<file path="src/rtl/core/csq_pkg.sv">
// ----------------------------------------------------------------------------
// CSV quote tokenizer package
// Shared types and constants for the strict-quote CSV tokenizer.
// ----------------------------------------------------------------------------
package csq_pkg;

    localparam int unsigned BYTE_W      = 8;
    localparam int unsigned KIND_W      = 2;
    localparam int unsigned CFG_IDX_W   = 2;
    localparam int unsigned QUEUE_DEPTH = 4;

    // Token kinds on the result channel.
    localparam logic [KIND_W-1:0] KIND_DATA       = 2'd0;
    localparam logic [KIND_W-1:0] KIND_FIELD_END  = 2'd1;
    localparam logic [KIND_W-1:0] KIND_RECORD_END = 2'd2;
    localparam logic [KIND_W-1:0] KIND_ERROR      = 2'd3;

    // Configuration register indexes.
    localparam logic [CFG_IDX_W-1:0] CFG_DELIMITER = 2'd0;
    localparam logic [CFG_IDX_W-1:0] CFG_QUOTE     = 2'd1;
    localparam logic [CFG_IDX_W-1:0] CFG_LINE_END1 = 2'd2;
    localparam logic [CFG_IDX_W-1:0] CFG_LINE_END2 = 2'd3;

    // Reset values of the configuration registers.
    localparam logic [BYTE_W-1:0] RST_DELIMITER = 8'd44;
    localparam logic [BYTE_W-1:0] RST_QUOTE     = 8'd34;
    localparam logic [BYTE_W-1:0] RST_LINE_END1 = 8'd10;
    localparam logic [BYTE_W-1:0] RST_LINE_END2 = 8'd13;

    // One classified byte as it travels from the front end to the back end.
    typedef struct packed {
        logic              is_nl;
        logic              delim_hit;
        logic              quote_hit;
        logic [BYTE_W-1:0] data;
    } csq_class_t;

    typedef struct packed {
        logic [BYTE_W-1:0] delimiter;
        logic [BYTE_W-1:0] quote;
        logic [BYTE_W-1:0] line_end1;
        logic [BYTE_W-1:0] line_end2;
    } csq_cfg_t;

endpackage

</file>
<file path="src/rtl/core/csv_strict_quote_tokenizer_top.sv">
// ----------------------------------------------------------------------------
// Strict-quote CSV tokenizer
// Byte-serial CSV field tokenizer with strict quoting rules.
// ----------------------------------------------------------------------------
// Takes one byte of CSV text per request and returns at most one token: a
// data byte, a field end, a record end or an error. The block sustains one
// byte per clock while neither in_stall nor out_stall holds it; a byte whose
// token exists passes through the front register and a queue entry before
// the result register takes it and shows it on the result channel, and a
// quote that only changes state gives no token. The rate is set by the state
// update in the back end. Errors are sticky until reset. Configuration
// registers may be written only while no byte is in flight.
module csv_strict_quote_tokenizer_top #(
    parameter int unsigned QUEUE_DEPTH = csq_pkg::QUEUE_DEPTH
) (
    input  logic                            clk,
    input  logic                            rst_n,
    input  logic                            cfg_we,
    input  logic [csq_pkg::CFG_IDX_W-1:0]   cfg_index,
    input  logic [csq_pkg::BYTE_W-1:0]      cfg_wdata,
    input  logic                            in_valid,
    output logic                            in_stall,
    input  logic [csq_pkg::BYTE_W-1:0]      in_byte,
    output logic                            out_valid,
    input  logic                            out_stall,
    output logic [csq_pkg::KIND_W-1:0]      token_kind,
    output logic [csq_pkg::BYTE_W-1:0]      field_byte
);
    import csq_pkg::*;

    csq_cfg_t   cfg_reg;
    csq_cfg_t   cfg_next;
    logic       push;
    csq_class_t push_item;
    logic       queue_full;
    logic       pop;
    logic       not_empty;
    csq_class_t pop_item;

    always_comb
    begin
        cfg_next = cfg_reg;
        if (cfg_we)
        begin
            unique case (cfg_index)
                CFG_DELIMITER: cfg_next.delimiter = cfg_wdata;
                CFG_QUOTE:     cfg_next.quote     = cfg_wdata;
                CFG_LINE_END1: cfg_next.line_end1 = cfg_wdata;
                CFG_LINE_END2: cfg_next.line_end2 = cfg_wdata;
                default:       cfg_next = cfg_reg;
            endcase
        end
    end

    always_ff @(posedge clk or negedge rst_n)
    begin
        if (!rst_n)
        begin
            cfg_reg.delimiter <= RST_DELIMITER;
            cfg_reg.quote     <= RST_QUOTE;
            cfg_reg.line_end1 <= RST_LINE_END1;
            cfg_reg.line_end2 <= RST_LINE_END2;
        end
        else
        begin
            cfg_reg <= cfg_next;
        end
    end

    csq_front u_front (
        .clk        (clk),
        .rst_n      (rst_n),
        .cfg        (cfg_reg),
        .in_valid   (in_valid),
        .in_stall   (in_stall),
        .in_byte    (in_byte),
        .push       (push),
        .push_item  (push_item),
        .queue_full (queue_full)
    );

    csq_queue #(
        .DEPTH (QUEUE_DEPTH)
    ) u_queue (
        .clk       (clk),
        .rst_n     (rst_n),
        .push      (push),
        .push_item (push_item),
        .full      (queue_full),
        .pop       (pop),
        .not_empty (not_empty),
        .pop_item  (pop_item)
    );

    csq_back u_back (
        .clk        (clk),
        .rst_n      (rst_n),
        .not_empty  (not_empty),
        .pop_item   (pop_item),
        .pop        (pop),
        .out_valid  (out_valid),
        .out_stall  (out_stall),
        .token_kind (token_kind),
        .field_byte (field_byte)
    );

endmodule

</file>
<file path="src/rtl/core/csq_front.sv">
// ----------------------------------------------------------------------------
// CSV tokenizer front end
// Accepts input bytes, matches them against the configured special bytes and
// holds the classified request until the queue takes it.
// ----------------------------------------------------------------------------
module csq_front (
    input  logic                         clk,
    input  logic                         rst_n,
    input  csq_pkg::csq_cfg_t            cfg,
    input  logic                         in_valid,
    output logic                         in_stall,
    input  logic [csq_pkg::BYTE_W-1:0]   in_byte,
    output logic                         push,
    output csq_pkg::csq_class_t          push_item,
    input  logic                         queue_full
);
    import csq_pkg::*;

    logic       valid_reg;
    logic       valid_next;
    csq_class_t item_reg;
    csq_class_t item_next;
    logic       accept;
    logic       handed_off;

    assign handed_off = valid_reg && !queue_full;
    assign in_stall   = valid_reg && queue_full;
    assign accept     = in_valid && !in_stall;
    assign push       = handed_off;
    assign push_item  = item_reg;

    always_comb
    begin
        item_next          = item_reg;
        valid_next         = valid_reg;
        if (handed_off)
        begin
            valid_next = 1'b0;
        end
        if (accept)
        begin
            valid_next          = 1'b1;
            item_next.data      = in_byte;
            item_next.is_nl     = (in_byte == cfg.line_end1) || (in_byte == cfg.line_end2);
            item_next.delim_hit = (in_byte == cfg.delimiter);
            item_next.quote_hit = (in_byte == cfg.quote);
        end
    end

    always_ff @(posedge clk or negedge rst_n)
    begin
        if (!rst_n)
        begin
            valid_reg <= 1'b0;
        end
        else
        begin
            valid_reg <= valid_next;
        end
    end

    always_ff @(posedge clk)
    begin
        item_reg <= item_next;
    end

endmodule

</file>
<file path="src/rtl/core/csq_queue.sv">
// ----------------------------------------------------------------------------
// CSV tokenizer request queue
// Small FIFO of classified bytes between the front end and the back end.
// ----------------------------------------------------------------------------
module csq_queue #(
    parameter int unsigned DEPTH = csq_pkg::QUEUE_DEPTH
) (
    input  logic                  clk,
    input  logic                  rst_n,
    input  logic                  push,
    input  csq_pkg::csq_class_t   push_item,
    output logic                  full,
    input  logic                  pop,
    output logic                  not_empty,
    output csq_pkg::csq_class_t   pop_item
);
    import csq_pkg::*;

    localparam int unsigned AW = (DEPTH > 1) ? $clog2(DEPTH) : 1;
    localparam int unsigned CW = $clog2(DEPTH + 1);

    csq_class_t    mem [DEPTH];
    logic [AW-1:0] wr_ptr_reg;
    logic [AW-1:0] wr_ptr_next;
    logic [AW-1:0] rd_ptr_reg;
    logic [AW-1:0] rd_ptr_next;
    logic [CW-1:0] count_reg;
    logic [CW-1:0] count_next;

    assign full      = (count_reg == CW'(DEPTH));
    assign not_empty = (count_reg != '0);
    assign pop_item  = mem[rd_ptr_reg];

    always_comb
    begin
        wr_ptr_next = wr_ptr_reg;
        rd_ptr_next = rd_ptr_reg;
        count_next  = count_reg;
        if (push)
        begin
            wr_ptr_next = (wr_ptr_reg == AW'(DEPTH - 1)) ? '0 : wr_ptr_reg + 1'b1;
        end
        if (pop)
        begin
            rd_ptr_next = (rd_ptr_reg == AW'(DEPTH - 1)) ? '0 : rd_ptr_reg + 1'b1;
        end
        if (push && !pop)
        begin
            count_next = count_reg + 1'b1;
        end
        else if (pop && !push)
        begin
            count_next = count_reg - 1'b1;
        end
    end

    always_ff @(posedge clk or negedge rst_n)
    begin
        if (!rst_n)
        begin
            wr_ptr_reg <= '0;
            rd_ptr_reg <= '0;
            count_reg  <= '0;
        end
        else
        begin
            wr_ptr_reg <= wr_ptr_next;
            rd_ptr_reg <= rd_ptr_next;
            count_reg  <= count_next;
        end
    end

    always_ff @(posedge clk)
    begin
        if (push)
        begin
            mem[wr_ptr_reg] <= push_item;
        end
    end

    assert property (@(posedge clk) disable iff (!rst_n) count_reg <= CW'(DEPTH))
        else $error("queue count exceeds depth");
    assert property (@(posedge clk) disable iff (!rst_n) !(push && full))
        else $error("push into a full queue");
    assert property (@(posedge clk) disable iff (!rst_n) !(pop && !not_empty))
        else $error("pop from an empty queue");

endmodule

</file>
<file path="src/rtl/core/csq_back.sv">
// ----------------------------------------------------------------------------
// CSV tokenizer back end
// Runs the quoting state machine over classified bytes and drives the result
// register.
// ----------------------------------------------------------------------------
module csq_back (
    input  logic                         clk,
    input  logic                         rst_n,
    input  logic                         not_empty,
    input  csq_pkg::csq_class_t          pop_item,
    output logic                         pop,
    output logic                         out_valid,
    input  logic                         out_stall,
    output logic [csq_pkg::KIND_W-1:0]   token_kind,
    output logic [csq_pkg::BYTE_W-1:0]   field_byte
);
    import csq_pkg::*;

    typedef enum logic [2:0] {
        ST_FIELD_START = 3'd0,
        ST_UNQUOTED    = 3'd1,
        ST_QUOTED      = 3'd2,
        ST_QUOTE_SEEN  = 3'd3,
        ST_ERROR       = 3'd4
    } state_t;

    state_t              state_reg;
    state_t              state_next;
    logic                out_valid_reg;
    logic                out_valid_next;
    logic [KIND_W-1:0]   kind_reg;
    logic [KIND_W-1:0]   kind_next;
    logic [BYTE_W-1:0]   byte_reg;
    logic [BYTE_W-1:0]   byte_next;
    logic                emit;
    logic [KIND_W-1:0]   emit_kind;

    // The result register frees up when it is empty or being taken this cycle.
    assign pop        = not_empty && (!out_valid_reg || !out_stall);
    assign out_valid  = out_valid_reg;
    assign token_kind = kind_reg;
    assign field_byte = byte_reg;

    always_comb
    begin
        state_next = state_reg;
        emit       = 1'b1;
        emit_kind  = KIND_DATA;
        unique case (state_reg)
            ST_FIELD_START, ST_UNQUOTED:
            begin
                if (pop_item.is_nl)
                begin
                    state_next = ST_FIELD_START;
                    emit_kind  = KIND_RECORD_END;
                end
                else if (pop_item.delim_hit)
                begin
                    state_next = ST_FIELD_START;
                    emit_kind  = KIND_FIELD_END;
                end
                else if (pop_item.quote_hit)
                begin
                    if (state_reg == ST_FIELD_START)
                    begin
                        state_next = ST_QUOTED;
                        emit       = 1'b0;
                    end
                    else
                    begin
                        state_next = ST_ERROR;
                        emit_kind  = KIND_ERROR;
                    end
                end
                else
                begin
                    state_next = ST_UNQUOTED;
                end
            end
            ST_QUOTED:
            begin
                if (pop_item.quote_hit)
                begin
                    state_next = ST_QUOTE_SEEN;
                    emit       = 1'b0;
                end
            end
            ST_QUOTE_SEEN:
            begin
                // A second quote is an escaped literal quote.
                if (pop_item.quote_hit)
                begin
                    state_next = ST_QUOTED;
                end
                else if (pop_item.is_nl)
                begin
                    state_next = ST_FIELD_START;
                    emit_kind  = KIND_RECORD_END;
                end
                else if (pop_item.delim_hit)
                begin
                    state_next = ST_FIELD_START;
                    emit_kind  = KIND_FIELD_END;
                end
                else
                begin
                    state_next = ST_ERROR;
                    emit_kind  = KIND_ERROR;
                end
            end
            default:
            begin
                state_next = ST_ERROR;
                emit_kind  = KIND_ERROR;
            end
        endcase

        out_valid_next = out_valid_reg && out_stall;
        kind_next      = kind_reg;
        byte_next      = byte_reg;
        if (!pop)
        begin
            state_next = state_reg;
        end
        else if (emit)
        begin
            out_valid_next = 1'b1;
            kind_next      = emit_kind;
            byte_next      = (emit_kind == KIND_DATA) ? pop_item.data : '0;
        end
    end

    always_ff @(posedge clk or negedge rst_n)
    begin
        if (!rst_n)
        begin
            state_reg     <= ST_FIELD_START;
            out_valid_reg <= 1'b0;
            kind_reg      <= KIND_DATA;
            byte_reg      <= '0;
        end
        else
        begin
            state_reg     <= state_next;
            out_valid_reg <= out_valid_next;
            kind_reg      <= kind_next;
            byte_reg      <= byte_next;
        end
    end

    assert property (@(posedge clk) disable iff (!rst_n)
        state_reg == ST_ERROR |=> state_reg == ST_ERROR)
        else $error("error state was left");
    assert property (@(posedge clk) disable iff (!rst_n)
        (state_reg == ST_ERROR && pop) |=> (out_valid_reg && kind_reg == KIND_ERROR))
        else $error("byte in error state did not give an error token");
    assert property (@(posedge clk) disable iff (!rst_n)
        (out_valid_reg && kind_reg != KIND_DATA) |-> byte_reg == '0)
        else $error("non-data token carries a nonzero byte");

endmodule

</file>
<file path="config.mk">
export PLATFORM = sky130hd
export DESIGN_NAME = csv_strict_quote_tokenizer_top
export DESIGN_NICKNAME = d
export VERILOG_FILES = /design/src/rtl/core/csq_pkg.sv /design/src/rtl/core/csv_strict_quote_tokenizer_top.sv /design/src/rtl/core/csq_front.sv /design/src/rtl/core/csq_queue.sv /design/src/rtl/core/csq_back.sv
export SDC_FILE = /design/constraint.sdc
export NUM_CORES = 1
export LEC_CHECK = 0
export BUFFER_PORTS_ARGS = -buffer_cell sky130_fd_sc_hd__buf_2
export CAP_MARGIN = 20
export CORE_AREA = 2 2 111 86
export DETAILED_ROUTE_END_ITERATION = 10
export DIE_AREA = 0 0 113 88
export HOLD_SLACK_MARGIN = 0.05
export PLACE_DENSITY = 0.81
export RECOVER_POWER = 50
export SKIP_LAST_GASP = 1
export SLEW_MARGIN = 20
export SYNTH_ARGS = -nofsm -noshare
export SYNTH_HDL_FRONTEND = slang
export SYNTH_HIERARCHICAL = 1
export SYNTH_SLANG_ARGS = --single-unit
</file>
<file path="constraint.sdc">
create_clock -name clk -period 2.4 [get_ports clk]
set_input_delay 0.12 -clock clk [delete_from_list [all_inputs] [get_ports clk]]
set_output_delay 0.12 -clock clk [all_outputs]
set_load 0.02 [all_outputs]
</file>
After elaboration in Yosys (flattened, before gate mapping)
Memory sizes are Yosys's and may differ from the RTL's.
Index checks and enable logic that the tools add are counted.

operators by class
  $mul = 0
  shifts and indexed selects = 0
  equality and inequality tests = 14
  $lt $le $gt $ge = 0
  multiplexer cells = 34
  bitwise operators = 0
  div/mod/pow operators = 0
  reductions and logical operators = 28
  add/subtract/negate cells = 4

operators with widths
  cell                                                  number
  equality test 8 bit                                   4
  2-to-1 mux 3 bit                                      10
  2-to-1 mux 2 bit                                      9
  AND reduction 2 bit                                   6
  2-to-1 mux 1 bit                                      11
  one-hot mux 3 bit (3 select lines)                    1
  equality test 2 bit (second input constant)           4
  2-to-1 mux 8 bit                                      1
  logical AND 1 bit                                     7
  equality test 3 x 2 -> 1 bit (second input constant)  2
  zero test 1 bit                                       6
  one-hot mux 2 bit (3 select lines)                    1
  adder 2 x 1 -> 2 bit (second input constant)          2
  zero test 2 bit                                       2
  nonzero test 2 bit                                    2
  adder 3 x 1 -> 3 bit (second input constant)          1
  equality test 3 x 1 -> 1 bit (second input constant)  1
  equality test 3 bit (second input constant)           1
  zero test 3 bit                                       1
  nonzero test 3 bit                                    1
  subtractor 3 x 1 -> 3 bit (second input constant)     1
  equality test 2 x 1 -> 1 bit (second input constant)  1
  logical OR 1 bit                                      2
  != test 2 bit (second input constant)                 1
  2 further kinds                                       2

word-level totals
  logic and storage cells = 97
  latch bits = 0
  register bits after elaboration = 65
  output and inout port bits = 12
  memory bits (read-only) = 0
  memories kept = 1
  input port bits = 23
  RAM bits = 44

memory list
  memory       words  bits a word  rd ports  clocked after memory_dff  wr ports  line             text
  u_queue.mem  4      11           1         0                         1         csq_queue.sv:22  csq_class_t mem [DEPTH];

Depth between registers and ports, before layout
  depth in word-level cells = 8
  depth in mapped cells = 10
  depth with buffers taken out = 10

Cells and area by module
The synthesis kept the hierarchy.

modules (own cells, without submodules)
  module                          area each (µm²)  instances  cells an instance  seq. area each (µm²)
  csq_queue                       2009.4           1          94                 1496.4
  csv_strict_quote_tokenizer_top  1224.9           1          68                 813.3
  csq_front                       834.6            1          67                 355.3
  csq_back                        723.2            1          61                 350.3

Worst setup path before layout
OpenSTA, ideal clock, no wires.

  kind = register to register
  from = reg u_queue.count_reg[0]
  to = reg u_queue.count_reg[2]
  buffers on the path = 0
  cell stages (with the launch flop) = 11
  slack = 220 ps
  clock period less this slack = 2180 ps
  data required time = 2321 ps
  setup time = 79 ps
  arrival = 2101 ps
  cells stage by stage = dfrtp_1 > or3_1 > a21bo_2 > inv_1 > inv_1 > ha_1 > inv_1 > fa_1 > xor2_1 > nor2_1 > xor2_1

on the way
  elaborated cells between the ends (all ways) = 14
  those cells by class = add/sub (2); eq/ne (1); mux (2); reduce/logical (9)

RTL lines
  what                                                           line                                  text
  from (decl)                                                    csq_queue.sv:27                       logic [CW-1:0] count_reg;
  from (signal assigned)                                         csq_queue.sv:69                       count_reg <= count_next;
  nonzero test 3 bit *                                           csq_queue.sv:31                       assign not_empty = (count_reg != '0);
  net not_empty                                                  csv_strict_quote_tokenizer_top.sv:37  logic not_empty;
  logical AND 1 bit *                                            csq_back.sv:39                        assign pop = not_empty && (!out_valid_reg || !out_stall);
  net pop                                                        csv_strict_quote_tokenizer_top.sv:36  logic pop;
  zero test 1 bit                                                -
  logical AND 1 bit                                              csq_queue.sv:47                       if (push && !pop)
  2-to-1 mux 3 bit / nonzero test 2 bit (equally long branches)  -

Mark *: on every way through the listed nets, which the timed path passes. The rest lies on a longest branch. The select of a mux whose other input is x is not followed.
A chain may end at the register's enable or synchronous reset.

==> metrics.cfg <==
[synth]
syn_area_sq_um=4792
syn_area_per_cell_sq_um=16.52
synthDistinctLibCells=44
ys_warn_count=6
synth-async-reset-ratio_pct=49.54
synth_nets=320
synth_ff_type=edfxtp_1
synth_edf_count=55
synth_seq_cells=109
syn_inst=290
ys_seq_area_share_pct=62.92

[grt]
grt_pass1_wl_um=13080
grt_pass1_vias=2576
gr-total-overflow=0
grtUsageTotal_pct=17.55
grt_max_degree=25
antenna_found_initial=0

[sta]
grt_setup_unrepaired=false
timing.hold.ws_ns=0.05950
hold_viol_final=0
tightest_slew_ns=1.325
setup_tns_ns=0
clock_skew_ns=0.007146
maxSlewViolCount=0
max_freq_mhz=444.6
setup_violations=0
min_period_over_period_pct=93.71
setup_ws_ns=0.1510
fin_crit_ns=2.249
maxSlewHeadroom_pct=11.63

[route]
antenna_left=0
avgViaCountPerCell=5.483
wl_per_cell_um=17.62
drcViolationCount=2
dr.pass1.iters=7
routed_wl_um=7948
drt-initial-drc-count=177
via_count=2473

[clocking]
clock_sinks=109
cts-root-buf=clkbuf_16
ctsLongestPathBuffers=2
cts_tree=yes
cts_max_level=3
post_cts_buffers=0
clk_pin_slew_ns=0.07
numCtsBuffers=9
clk_latency_ns=0.35

[cells_and_area]
mostFrequentLayoutCells=edfxtp_1, dfrtp_1, mux2_2
nNetsFinal=364
utilization_pct=60.79
syn_to_final_growth_pct=12.38
antennaDiodeCount=0
multi_input_area_sq_um=1595
final_area_sq_um=5385
stdcell_count=451
seq_area_sq_um=3015
largest_reg_flops=44
fillers=681
drive_above_1_share_pct=30.38
final_common_cell=edfxtp_1

[placement]
postPlaceCellArea_sq_um=5009
place.gp.congestion=0.7862
placed_cells_incl_taps=427
portBuffers=34
dp_slack_ns=0.1197
dp_hpwl_um=5638

[critical_path]
crit_fanout=9
crit_arrival_ns=2.53
worstPathBufferInverterCount=0
crit_chain=mux4_2 -> xnor2_4 -> o22ai_2 -> a221oi_4 -> a32o_1
critical_path.top_delay_family=compound AO/OA/AOI/OAI gates
startpoint_type=flop
path_class=reg2reg
crit_required_ns=2.68
worst_path_max_delay_cell=mux4_2
cp-end-kind=flop
cpPeakStageDelay_ns=0.69

[status]
status=finished with violations
violations=design-rule violations

[pwr]
power_mw=5.783
peakVddDrop_uv=644.5
p_leak_nw=2.031
p_per_area_nw_per_um2=1074

[floorplan]
core-area_sq_um=8859
design.die.area_sq_um=9944
die-height_um=88
ioPinCount=35
die_w_um=113
num_rows=30
start_util_pct=54.10

[job]
cap_viol_max_count=0

[hold_path]
hold_path.class=in2reg

==> metal layers <==
| layer | track usage [%] | vias up | routed length (um) |
|---|---|---|---|
| li1 | - | 1163 | - |
| met1 | 21.32 | 1241 | 3500 |
| met2 | 31.08 | 60 | 4022 |
| met3 | 4.913 | 9 | 341 |
| met4 | 5.322 | 0 | 85 |
| met5 | 0 | - | 0 |
==> kinds of logic after synthesis <==
kind of cell	share of synthesized area, %
adder cells (fa/ha/maj)	1.984
AO/OA/AOI/OAI	5.039
XOR/XNOR	7.598
multiplexers	13.84
buffers and inverters	3.603
flip-flops	62.92
AND/OR/NAND/NOR	5.013
==> cell type report <==
cell class,count,area share (%)
sequential,109,55.99
timing repair buffer,48,4.995
clock buffer,9,4.182
multi-input combinational,157,29.62
tap,112,2.602
inverter,9,0.6273
clock inverter,7,1.975
==> cell usage after synthesis, drive strengths merged (6+ instances only) <==
| master | n | area (sq um) |
|---|---|---|
| mux2 | 35 | 394.1 |
| nand4 | 8 | 50.05 |
| inv | 9 | 33.78 |
| edfxtp | 55 | 1652 |
| dfstp | 10 | 262.8 |
| a32o | 8 | 80.08 |
| ha | 6 | 75.07 |
| mux4 | 11 | 259.0 |
| buf | 14 | 133.9 |
| xnor2 | 34 | 346.6 |
| dfrtp | 44 | 1101 |
| nand2 | 7 | 26.28 |
| nor2 | 6 | 22.52 |
==> power by group <==
group	switching, mW	internal (mW)
registers	0.226	2.42
clock network	0.665	0.930
logic	0.802	0.744
==> worst paths after layout <==
kind	startpoint	end	slack, ns	depth (start not counted)
min	cfg_wdata[4]	cfg_reg[20]	0.06	2
max in group asynchronous	rst_n	cfg_reg[28]	0.67	3
max	u_queue/rd_ptr_reg[0]	u_back/field_byte[3]	0.15	5
max reg2reg	u_queue/rd_ptr_reg[0]	u_back/field_byte[3]	0.15	5
min reg2reg	u_back/token_kind[0]	u_back/token_kind[0]	0.48	2
min in group asynchronous	rst_n	u_back/out_valid	0.60	2
==> timing repair <==
item,4_1_cts,5_1_grt
setup endpoints to repair,0,5
endpoints found under the hold margin,38,0
hold buffers,8,0
resized for setup,0,2
No activity file was read; power rests on OpenSTA's default activity.
